<file path="src/design/cpob_pkg.sv">
`timescale 1ns / 1ps
package cpob_pkg;

    localparam int COORD_W      = 32;
    localparam int ANGLE_W      = 16;
    localparam int HALF_W       = COORD_W - 1;
    localparam int DIFF_W       = COORD_W + 1;
    localparam int TRIG_W       = 32;
    localparam int TRIG_FRAC    = 30;
    localparam int CORDIC_STEPS = 30;
    localparam int STEP_W       = 5;
    localparam int PROD1_W      = DIFF_W + TRIG_W;
    localparam int SUM1_W       = PROD1_W + 1;
    localparam int PROJ_W       = SUM1_W - TRIG_FRAC;
    localparam int PROD2_W      = COORD_W + TRIG_W;
    localparam int SUM2_W       = PROD2_W + 1;
    localparam int OFFS_W       = SUM2_W - TRIG_FRAC;
    localparam int WIDE_W       = OFFS_W + 1;

    localparam logic signed [TRIG_W-1:0] GAIN_INV  = TRIG_W'(652032874);
    localparam logic signed [TRIG_W-1:0] TRIG_ONE  = TRIG_W'(1073741824);
    localparam logic signed [TRIG_W-1:0] EIGHTH    = TRIG_W'(536870912);

    localparam logic [1:0] QUAD_0 = 2'd0;
    localparam logic [1:0] QUAD_1 = 2'd1;
    localparam logic [1:0] QUAD_2 = 2'd2;

    typedef struct packed {
        logic signed [COORD_W-1:0] box_center_x;
        logic signed [COORD_W-1:0] box_center_y;
        logic signed [COORD_W-1:0] box_center_z;
        logic [ANGLE_W-1:0]        box_angle;
        logic [HALF_W-1:0]         half_size_x;
        logic [HALF_W-1:0]         half_size_y;
        logic [HALF_W-1:0]         half_size_z;
        logic signed [COORD_W-1:0] point_x;
        logic signed [COORD_W-1:0] point_y;
        logic signed [COORD_W-1:0] point_z;
    } t_box_item;

    typedef struct packed {
        logic signed [COORD_W-1:0] near_x;
        logic signed [COORD_W-1:0] near_y;
        logic signed [COORD_W-1:0] near_z;
    } t_near_item;

    typedef struct packed {
        logic signed [COORD_W-1:0] cx;
        logic signed [COORD_W-1:0] cy;
        logic signed [COORD_W-1:0] cz;
        logic signed [DIFF_W-1:0]  dx;
        logic signed [DIFF_W-1:0]  dy;
        logic signed [DIFF_W-1:0]  dz;
        logic [HALF_W-1:0]         hx;
        logic [HALF_W-1:0]         hy;
        logic [HALF_W-1:0]         hz;
        logic [1:0]                quad;
    } t_carry;

    typedef struct packed {
        logic signed [TRIG_W-1:0] x;
        logic signed [TRIG_W-1:0] y;
        logic signed [TRIG_W-1:0] z;
    } t_rot;

    function automatic logic signed [TRIG_W-1:0] atan_at(input logic [STEP_W-1:0] idx);
        logic signed [TRIG_W-1:0] v;
        case (idx)
            5'd0:  v = 536870912;
            5'd1:  v = 316933406;
            5'd2:  v = 167458907;
            5'd3:  v = 85004756;
            5'd4:  v = 42667331;
            5'd5:  v = 21354465;
            5'd6:  v = 10679838;
            5'd7:  v = 5340245;
            5'd8:  v = 2670163;
            5'd9:  v = 1335087;
            5'd10: v = 667544;
            5'd11: v = 333772;
            5'd12: v = 166886;
            5'd13: v = 83443;
            5'd14: v = 41722;
            5'd15: v = 20861;
            5'd16: v = 10430;
            5'd17: v = 5215;
            5'd18: v = 2608;
            5'd19: v = 1304;
            5'd20: v = 652;
            5'd21: v = 326;
            5'd22: v = 163;
            5'd23: v = 81;
            5'd24: v = 41;
            5'd25: v = 20;
            5'd26: v = 10;
            5'd27: v = 5;
            5'd28: v = 3;
            5'd29: v = 1;
            default: v = '0;
        endcase
        return v;
    endfunction

    function automatic logic signed [COORD_W-1:0] sat_coord(
        input logic signed [WIDE_W-1:0] v);
        logic signed [WIDE_W-1:0] hi;
        logic signed [WIDE_W-1:0] lo;
        hi = WIDE_W'({1'b0, {(COORD_W-1){1'b1}}});
        lo = -hi - WIDE_W'(1);
        if (v > hi) return hi[COORD_W-1:0];
        if (v < lo) return lo[COORD_W-1:0];
        return v[COORD_W-1:0];
    endfunction

endpackage

</file>
<file path="src/design/cpob_cordic_cell.sv">
`timescale 1ns / 1ps
module cpob_cordic_cell (
    input  logic                          i_clk,
    input  logic                          i_rst_n,
    input  logic                          i_en,
    input  logic [cpob_pkg::STEP_W-1:0]   i_step,
    input  logic                          i_valid,
    input  cpob_pkg::t_rot                i_rot,
    input  cpob_pkg::t_carry              i_carry,
    output logic                          o_valid,
    output cpob_pkg::t_rot                o_rot,
    output cpob_pkg::t_carry              o_carry
);
    import cpob_pkg::*;

    logic            r_valid;
    t_rot            r_rot;
    t_carry          r_carry;
    t_rot            n_rot;
    logic signed [TRIG_W-1:0] sx;
    logic signed [TRIG_W-1:0] sy;
    logic signed [TRIG_W-1:0] ang;

    always_comb begin
        sx  = i_rot.x >>> i_step;
        sy  = i_rot.y >>> i_step;
        ang = atan_at(i_step);
        if (!i_rot.z[TRIG_W-1]) begin
            n_rot.x = i_rot.x - sy;
            n_rot.y = i_rot.y + sx;
            n_rot.z = i_rot.z - ang;
        end else begin
            n_rot.x = i_rot.x + sy;
            n_rot.y = i_rot.y - sx;
            n_rot.z = i_rot.z + ang;
        end
    end

    always_ff @(posedge i_clk) begin
        if (!i_rst_n) begin
            r_valid <= 1'b0;
        end else if (i_en) begin
            r_valid <= i_valid;
        end
    end

    always_ff @(posedge i_clk) begin
        if (i_en) begin
            r_rot   <= n_rot;
            r_carry <= i_carry;
        end
    end

    assign o_valid = r_valid;
    assign o_rot   = r_rot;
    assign o_carry = r_carry;

endmodule

</file>
<file path="config.mk">
export PLATFORM = sky130hd
export DESIGN_NAME = cpob_cordic_cell
export DESIGN_NICKNAME = d
export VERILOG_FILES = /design/src/design/cpob_pkg.sv /design/src/design/cpob_cordic_cell.sv
export SDC_FILE = /design/constraint.sdc
export NUM_CORES = 1
export LEC_CHECK = 0
export ABC_CLOCK_PERIOD_IN_PS = 10350
export BUFFER_PORTS_ARGS = -buffer_cell sky130_fd_sc_hd__buf_4
export CORE_AREA = 2 2 302 304
export DETAILED_ROUTE_END_ITERATION = 10
export DIE_AREA = 0 0 304 306
export PLACE_DENSITY = 0.57
export SLEW_MARGIN = 20
export SYNTH_ARGS = -nofsm -noshare
export SYNTH_HDL_FRONTEND = slang
export SYNTH_SLANG_ARGS = --single-unit
</file>
<file path="constraint.sdc">
create_clock -name i_clk -period 10.35 [get_ports i_clk]
set_clock_uncertainty 0.05 [all_clocks]
set_input_delay 2.5875 -clock i_clk [delete_from_list [all_inputs] [get_ports i_clk]]
set_output_delay 2.5875 -clock i_clk [all_outputs]
set_load 0.1 [all_outputs]
</file>
# Yosys cells after proc, flatten, opt, wreduce, memory -nomap -nowiden
# Memories as Yosys holds them, arrays and structs flattened.
# Index checks and enable logic that the tools add are counted.
classes:
  n_addsub: 6
  shift: 2
  muxes: 1
ops:
  columns: ["operator", "count"]
  rows:
  - ["32-bit adder", 3]
  - ["96-bit 2-to-1 mux", 1]
  - ["32-bit subtractor", 3]
  - ["32-bit by 5-bit >>> shifter with 32-bit output", 2]
word_totals:
  regBits: 387
  romBits: 960
  wordCells: 24
  memories: 1
mem_list:
  columns: ["memory", "depth", "word_bits", "rd", "rd_clocked_by_memory_dff", "wr", "line_no", "text"]
  rows:
  - ["(name not given)", 32, 30, 1, 0, 0, "cpob_pkg.sv:68", "case (idx)"]

# Longest topological paths before layout
# Gate-level depths: netlist (run 1).
logic_depth:
  word_depth: 3
  mapped_depth: 29

# Least setup slack after synthesis (run 1)
# Ideal clock, no wire load.
synth_path:
  path_kind: "input-to-reg"
  from: "in i_step[1] (netlist bit)"
  to: "reg r_rot, in the netlist o_rot[31] (data pin)"
  setup_ps: 262
  arrival_time_ps: 8560
  required_ps: 10038
  setup_slack_ps: 1478
  path_stages: 29
  cell_sequence: "buf_2 > buf_2 > inv_2 > buf_1 > buf_2 > buf_2 > ha_1 > clkbuf_1 > nor2_1 > a211o_1 > o311ai_0 > o21ai_0 > and2_1 > and4_1 > and3_1 > clkbuf_1 > a21oi_1 > xor2_1 > ha_1 > a21oi_1 > nor2b_1 > o21a_1 > or4_1 > o21ai_0 > o41ai_1 > a211o_1 > a31o_2 > a21oi_1 > xor2_1"
synth_rtl:
  columns: ["element", "line_no", "text"]
  rows:
  - ["start: declaration", "cpob_cordic_cell.sv:6", "input logic [cpob_pkg::STEP_W-1:0] i_step,"]
  - ["end signal: assignment", "cpob_cordic_cell.sv:49", "r_rot <= n_rot;"]
  - ["end: declaration", "cpob_cordic_cell.sv:17", "t_rot r_rot;"]

==> impl_metrics.yaml, run 1 <==
yosys:
  netlist_top_cells_area: "edfxtp_1 50%, mux4_2 7.8%, ha_1 6.3%"
  syn_area_sq_mm: 0.0232
  yosysTopAreaCell: "edfxtp_1"
  yosysWarnings: 0
  yosys_register_bits: 387
  synth_top_area_frac: 0.499
  syn_inst: 1931
  yosysSeqAreaShare: 0.499
  synth-edff-count: 386
  syn_area_per_cell_sq_um: 12.0
  synth_cell_type_count: 83
  syn-num-nets: 2446
  synthArstFlopShare: 0
  ys.flop_type: "edfxtp_1"
critical_path:
  r2r_slack_ns: 9.60
  cp.arrival_ns: 9.03
  start_kind: "primary input"
  required_ns: 10.66
  path_cells: "buf_4 > clkinv_1 > buf_4 > mux4_2 > a22oi_1 > o221ai_1 > nor4_2 > nand3_1 > nor4_2 > a21o_1 > xnor2_1 > ha_1 > a21oi_1 > nor2b_1 > o21ai_0 > nand2b_1 > a21oi_1 > or4b_2 > o31ai_1 > o2111ai_1 > a21oi_1 > xnor2_1"
  cp-end-kind: "register"
  rr_worst_depth: 2
  crit_top_cell: "a21oi_1"
  cp_slowest_cell: "or4b_2"
  slowest_delay_ns: 0.60
  worstReg2RegEnd: "o_valid"
  regToRegStartpoint: "o_valid"
  cp_max_fo: 44
  critPathKind: "in -> reg"
power:
  seqPwrFrac: 0.297
  p_switching_mw: 3.15
  p_comb_frac: 0.445
  sw_frac_of_total: 0.452
  clockPowerShare: 0.257
  power_density_mw_per_mm2: 218
  max-vdd-ir-drop_uv: 136
  leakagePower_nw: 13.2
  p_int_mw: 3.81
clock_tree:
  cts-root-buf: "clkbuf_16"
  cts_tree: "yes"
  h-tree-depth: 2
  cts_setup_buffers: 0
  ctsHoldBuffers: 0
  clk_pin_slew_worst_paths_ns: 0.06
  clock_latency_ns: 0.62
  cts_made_buffers: 48
  cts_resized: 0
  clock-sinks: 387
  clock_path_buffers: 3
run_status:
  status: "finished clean"
drt:
  wire_per_inst_um: 30.9
  num_vias: 20300
  drc: 0
  via_per_inst: 5.18
  drt-total-wl_mm: 121
  drt_iter0_drc: 2057
  first_pass_iters: 6
  drtAntennaViolNets: 0
timing:
  holdWs_ns: 0.554
  drv_slew: 0
  min_period_ns: 8.73
  hold_violations: 0
  relSlewSlack: 0.300
  tns_ns: 0
  rsz0062_at_grt: "false"
  fin_crit_sh: 0.843
  finalSetupViolations: 0
  fin_ws_ns: 1.62
  fmax_mhz: 115
  tightestPinTransition_ns: 1.05
placed_design:
  placed_cells: 3818
  place.detailed.hpwl_mm: 97.8
  place_congestion: 0.962
  port_buffers: 781
  place_area_sq_mm: 0.0304
  pre_cts_ws_ns: 1.14
finish:
  drive_above_1_share: 0.372
  stdcell_area_sq_mm: 0.0320
  area_delta_synth_final_pct: 37.7
  num-nets-final: 3207
  final_cells: 3908
flow_run:
  maxCapViolCount: 0
min_path:
  min_path_type: "reg -> reg"
  whs_endpoint: "o_valid"
  min_from: "o_valid"
  min_path_cells: 2
die:
  pin_count: 782
  row_count: 110
  die_y_um: 306
  die-area_sq_mm: 0.0930
  start_util: 0.259
  die_w_um: 304
  core_sq_mm: 0.0896
global_route:
  grt_antenna_before_repair: 23
  grt_max_degree: 149
  grt_pass1_wl_mm: 161
  grt_pass1_vias: 19300
  grt_usage: 0.248
  grt.overflow.total: 0
-- worst max-delay path, delay by kind of cell --
kind,cells,cell delay (ns)
AOI/OAI and AO/OA,9,2.20
xor gates and xnor gates,2,0.19
adders and majority gates,1,0.36
buffers and inverters,3,1.19
muxes,1,0.45
and+or+nand+nor,6,2.00
-- registers in the layout, summed over array words and instances (netlist names) --
register / cells
o_carry: 290
o_valid: 1
o_rot: 96
-- routing by layer --
layer | track usage | part of all wire | vias to the layer above
met5 | 0 | 0.0013 | -
met4 | 0.0577 | 0.026 | 26
met3 | 0.0931 | 0.10 | 170
met2 | 0.430 | 0.49 | 1015
met1 | 0.290 | 0.38 | 10100
li1 | - | - | 8932
-- power by group through the flow --
stage	Combinational [mW]	Sequential [mW]	Clock [mW]
after global placement	3.10	2.10	0
after detailed placement	3.10	2.10	0
after CTS	3.11	2.07	1.85
after floorplan	0.806	3.51	0
final	3.10	2.07	1.79
after global routing	3.22	2.09	1.90
-- final cells by class --
class                   count  area (sq um)
multi-input cells        1399         11000
well taps                1176          1470
diodes                      2          5.00
flip-flops and latches    387         11600
clock buffers              59          1260
repair buffers            805          6090
fillers                  8999         57600
clock inverters            29           370
inverters                  51           191
-- logic make-up (layout without fill, tap and decap cells) --
group           after synthesis  after routing  synth area share
flops                       387            387             0.499
buf+inv                     145            944            0.0270
fa+ha+maj                   120            120            0.0656
other cells                   0              2                 0
xor+xnor                    164            164            0.0618
simple gates                473            473            0.0959
compound gates              477            477             0.134
mux                         165            165             0.116
-- Yosys cell counts (21+ instances only) --
master,instances
edfxtp_1,386
a21oi_1,150
nor2b_1,24
nand2_1,135
inv_1,48
xnor2_1,106
xor2_1,58
mux2_2,34
mux4_2,81
clkbuf_1,48
nor2_1,160
mux2i_1,50
buf_2,21
ha_1,117
nand3_1,29
nor3_1,29
o21ai_0,78
a21o_1,37
-- cells in the final DEF, fill, tap and decap left out, types with 24 or more instances in the layout --
cell and count:
a21o_1 37, a21oi_1 150, buf_4 801, clkbuf_16 49
edfxtp_1 386, ha_1 117, inv_1 48, mux2_2 34
mux2i_1 50, mux4_2 81, nand2_1 135, nand3_1 29
nor2_1 160, nor2b_1 24, nor3_1 29, o21ai_0 78
xnor2_1 106, xor2_1 58
-- how the worst max path moves through the flow --
stage | from | end | slack (ns)
after floorplan | i_step[1] | o_rot[31] | 1.48
after global placement | i_step[0] | o_rot[63] | 1.21
after detailed placement | i_step[0] | o_rot[63] | 1.14
after CTS | i_step[0] | o_rot[63] | 1.76
after global routing | i_step[0] | o_rot[63] | 1.11
final | i_step[0] | o_rot[63] | 1.62
-- stage by stage --
step	power, mW	utilization
2_1_floorplan	4.31	-
3_3_place_gp	5.20	0.339
3_5_place_dp	5.19	0.339
4_1_cts	7.03	0.357
5_1_grt	7.21	0.357
6_report	6.96	0.357
(Power assumes the default switching activity.)
==> inputs of run 2 (changes only) <==
--- a/config.mk
+++ b/config.mk
@@ -5,12 +5,12 @@
 export SDC_FILE = /design/constraint.sdc
 export NUM_CORES = 1
 export LEC_CHECK = 0
-export ABC_CLOCK_PERIOD_IN_PS = 10350
+export ABC_CLOCK_PERIOD_IN_PS = 8000
 export BUFFER_PORTS_ARGS = -buffer_cell sky130_fd_sc_hd__buf_4
 export CORE_AREA = 2 2 302 304
 export DETAILED_ROUTE_END_ITERATION = 10
 export DIE_AREA = 0 0 304 306
-export PLACE_DENSITY = 0.57
+export PLACE_DENSITY = 0.58
 export SLEW_MARGIN = 20
 export SYNTH_ARGS = -nofsm -noshare
 export SYNTH_HDL_FRONTEND = slang
==> constraint.sdc (replaced) <==
create_clock -name i_clk -period 8 [get_ports i_clk]
set_clock_uncertainty 0.05 [all_clocks]
set_input_delay 2 -clock i_clk [delete_from_list [all_inputs] [get_ports i_clk]]
set_output_delay 2 -clock i_clk [all_outputs]
set_load 0.1 [all_outputs]
==> run 2 against run 1 <==
Via count increased by 2.8%. Non-clock buffer count rose by 156. Cell area increased by 4.2%. Hold slack worse by 0.014 ns. Cell count rose by 4.0%. Highest routed layer unchanged.
==> impl_metrics.yaml, run 2 (synthesis gave the netlist of run 1 again) <==
clock_tree:
  cts_resized: 0
  clock_path_buffers: 3
  ctsHoldBuffers: 0
  cts_made_buffers: 48
  clock-sinks: 387
  clock_latency_ns: 0.62
  cts_setup_buffers: 0
  h-tree-depth: 2
  cts_tree: "yes"
  cts-root-buf: "clkbuf_16"
  clk_pin_slew_worst_paths_ns: 0.06
drt:
  first_pass_iters: 5
  drtAntennaViolNets: 0
  drt_iter0_drc: 2054
  via_per_inst: 5.12
  wire_per_inst_um: 30.4
  num_vias: 20800
  drt-total-wl_mm: 124
  drc: 0
critical_path:
  path_depth: 21
  cp_slowest_cell: "mux4_2"
  regToRegStartpoint: "o_valid"
  start_kind: "primary input"
  cp.arrival_ns: 7.71
  required_ns: 8.37
  cp-end-kind: "register"
  r2r_slack_ns: 7.26
  rr_worst_depth: 2
  cp_max_fo: 40
  crit_end: "o_rot[91]"
  crit_buf_inv: 3
  crit_path_start: "i_step[2]"
  worstReg2RegEnd: "o_valid"
  slowest_delay_ns: 0.55
  path_cells: "buf_4 > buf_12 > mux4_2 > mux4_2 > mux2i_1 > ha_1 > nand4_1 > and2_1 > xnor2_1 > ha_1 > and3_1 > a221oi_1 > o31ai_1 > o311ai_0 > buf_4 > o21ai_0 > a21oi_1 > a21oi_1 > o31a_1 > or4_1 > o311ai_0"
  crit_family: "compound AO/OA/AOI/OAI gates"
  critPathKind: "in -> reg"
finish:
  layout_common_cells: "950 x buf_4, 386 x edfxtp_1, 160 x nor2_1"
  drive_above_1_share: 0.406
  final_util: 0.372
  largest_reg_flops: 290
  area_delta_synth_final_pct: 43.4
  final_common_cell: "buf_4"
  num-nets-final: 3363
power:
  finalPower_mw: 9.24
  seqPwrFrac: 0.289
  max-vdd-ir-drop_uv: 220
  p_comb_frac: 0.453
  p_int_mw: 5.15
  sw_frac_of_total: 0.443
  clockPowerShare: 0.258
  p_switching_mw: 4.09
  power_density_mw_per_mm2: 277
  leakagePower_nw: 14.0
global_route:
  grt_max_degree: 149
  grt_pass1_wl_mm: 166
  grt_antenna_before_repair: 26
  grt.overflow.total: 0
  grt_pass1_vias: 20000
  grt_usage: 0.256
die:
  die_w_um: 304
  row_count: 110
  core_sq_mm: 0.0896
  die-area_sq_mm: 0.0930
  die_y_um: 306
  pin_count: 782
  start_util: 0.259
run_status:
  status: "finished clean"
placed_design:
  port_buffers: 781
  place.detailed.hpwl_mm: 102
  place_congestion: 0.978
  pre_cts_ws_ns: 0.121
timing:
  hold_violations: 0
  relSlewSlack: 0.370
  rsz0062_at_grt: "false"
  fmax_mhz: 136
  fin_crit_sh: 0.918
  tns_ns: 0
  fin_ws_ns: 0.659
  drv_slew: 0
  finalSetupViolations: 0
  min_period_ns: 7.34
  tightestPinTransition_ns: 0.945
flow_run:
  maxCapViolCount: 0
min_path:
  min_path_type: "reg -> reg"
run 2: cell count changes in the layout (fill, tap and decap cells not counted), sizes merged:
cell / before / now
clkinvlp: 4 / 1
clkbuf: 59 / 62
clkinv: 19 / 14
bufinv: 7 / 9
buf: 805 / 961
diode: 2 / 5
run 2: layout make-up:
cell class | instances | area, sq um
clock inverters | 23 | 378
well taps | 1176 | 1470
inverters | 51 | 191
flip-flops and latches | 387 | 11600
repair buffers | 961 | 7350
clock buffers | 62 | 1320
fillers | 8948 | 56300
multi-input cells | 1399 | 11000
diodes | 5 | 12.5
run 2: layer usage:
metal  global-route usage  up-vias  share of wire
li1                     -     9260              -
met1                0.304    10400           0.38
met2                0.449      967           0.50
met3               0.0843      141          0.097
met4               0.0531       12          0.020
met5                    0        -        0.00058
run 2: worst min-delay path by stage:
stage / startpoint / end / slack (ns) / cells past startpoint
CTS: o_valid / o_valid / 0.53 / 2
global route: o_valid / o_valid / 0.55 / 2
finish: o_valid / o_valid / 0.54 / 2
global placement: o_valid / o_valid / 0.51 / 2
detailed placement: o_valid / o_valid / 0.52 / 2
floorplan: o_valid / o_valid / 0.93 / 2
run 2: worst min-delay path, stage by stage (launching register included):
cell	delay (ns)
dfxtp_1	0.34
mux2i_1	0.14
nor2b_1	0.07
run 2: power groups by stage:
stage	clock network (mW)	logic, mW	registers (mW)
after floorplan	0	1.04	4.54
after global placement	0	4.18	2.71
after detailed placement	0	4.17	2.71
after CTS	2.46	4.19	2.68
after global routing	2.53	4.35	2.70
final	2.38	4.18	2.67
run 2: per-stage QoR:
stage / std cells / instance area (sq um) / hold WS [ns]
after floorplan: 1931 / 23300 / 0.931
after global placement: 3974 / 31600 / 0.510
after detailed placement: 3974 / 31600 / 0.517
after CTS: 4059 / 33300 / 0.534
after global routing: 4060 / 33300 / 0.548
final: 4064 / 33300 / 0.539
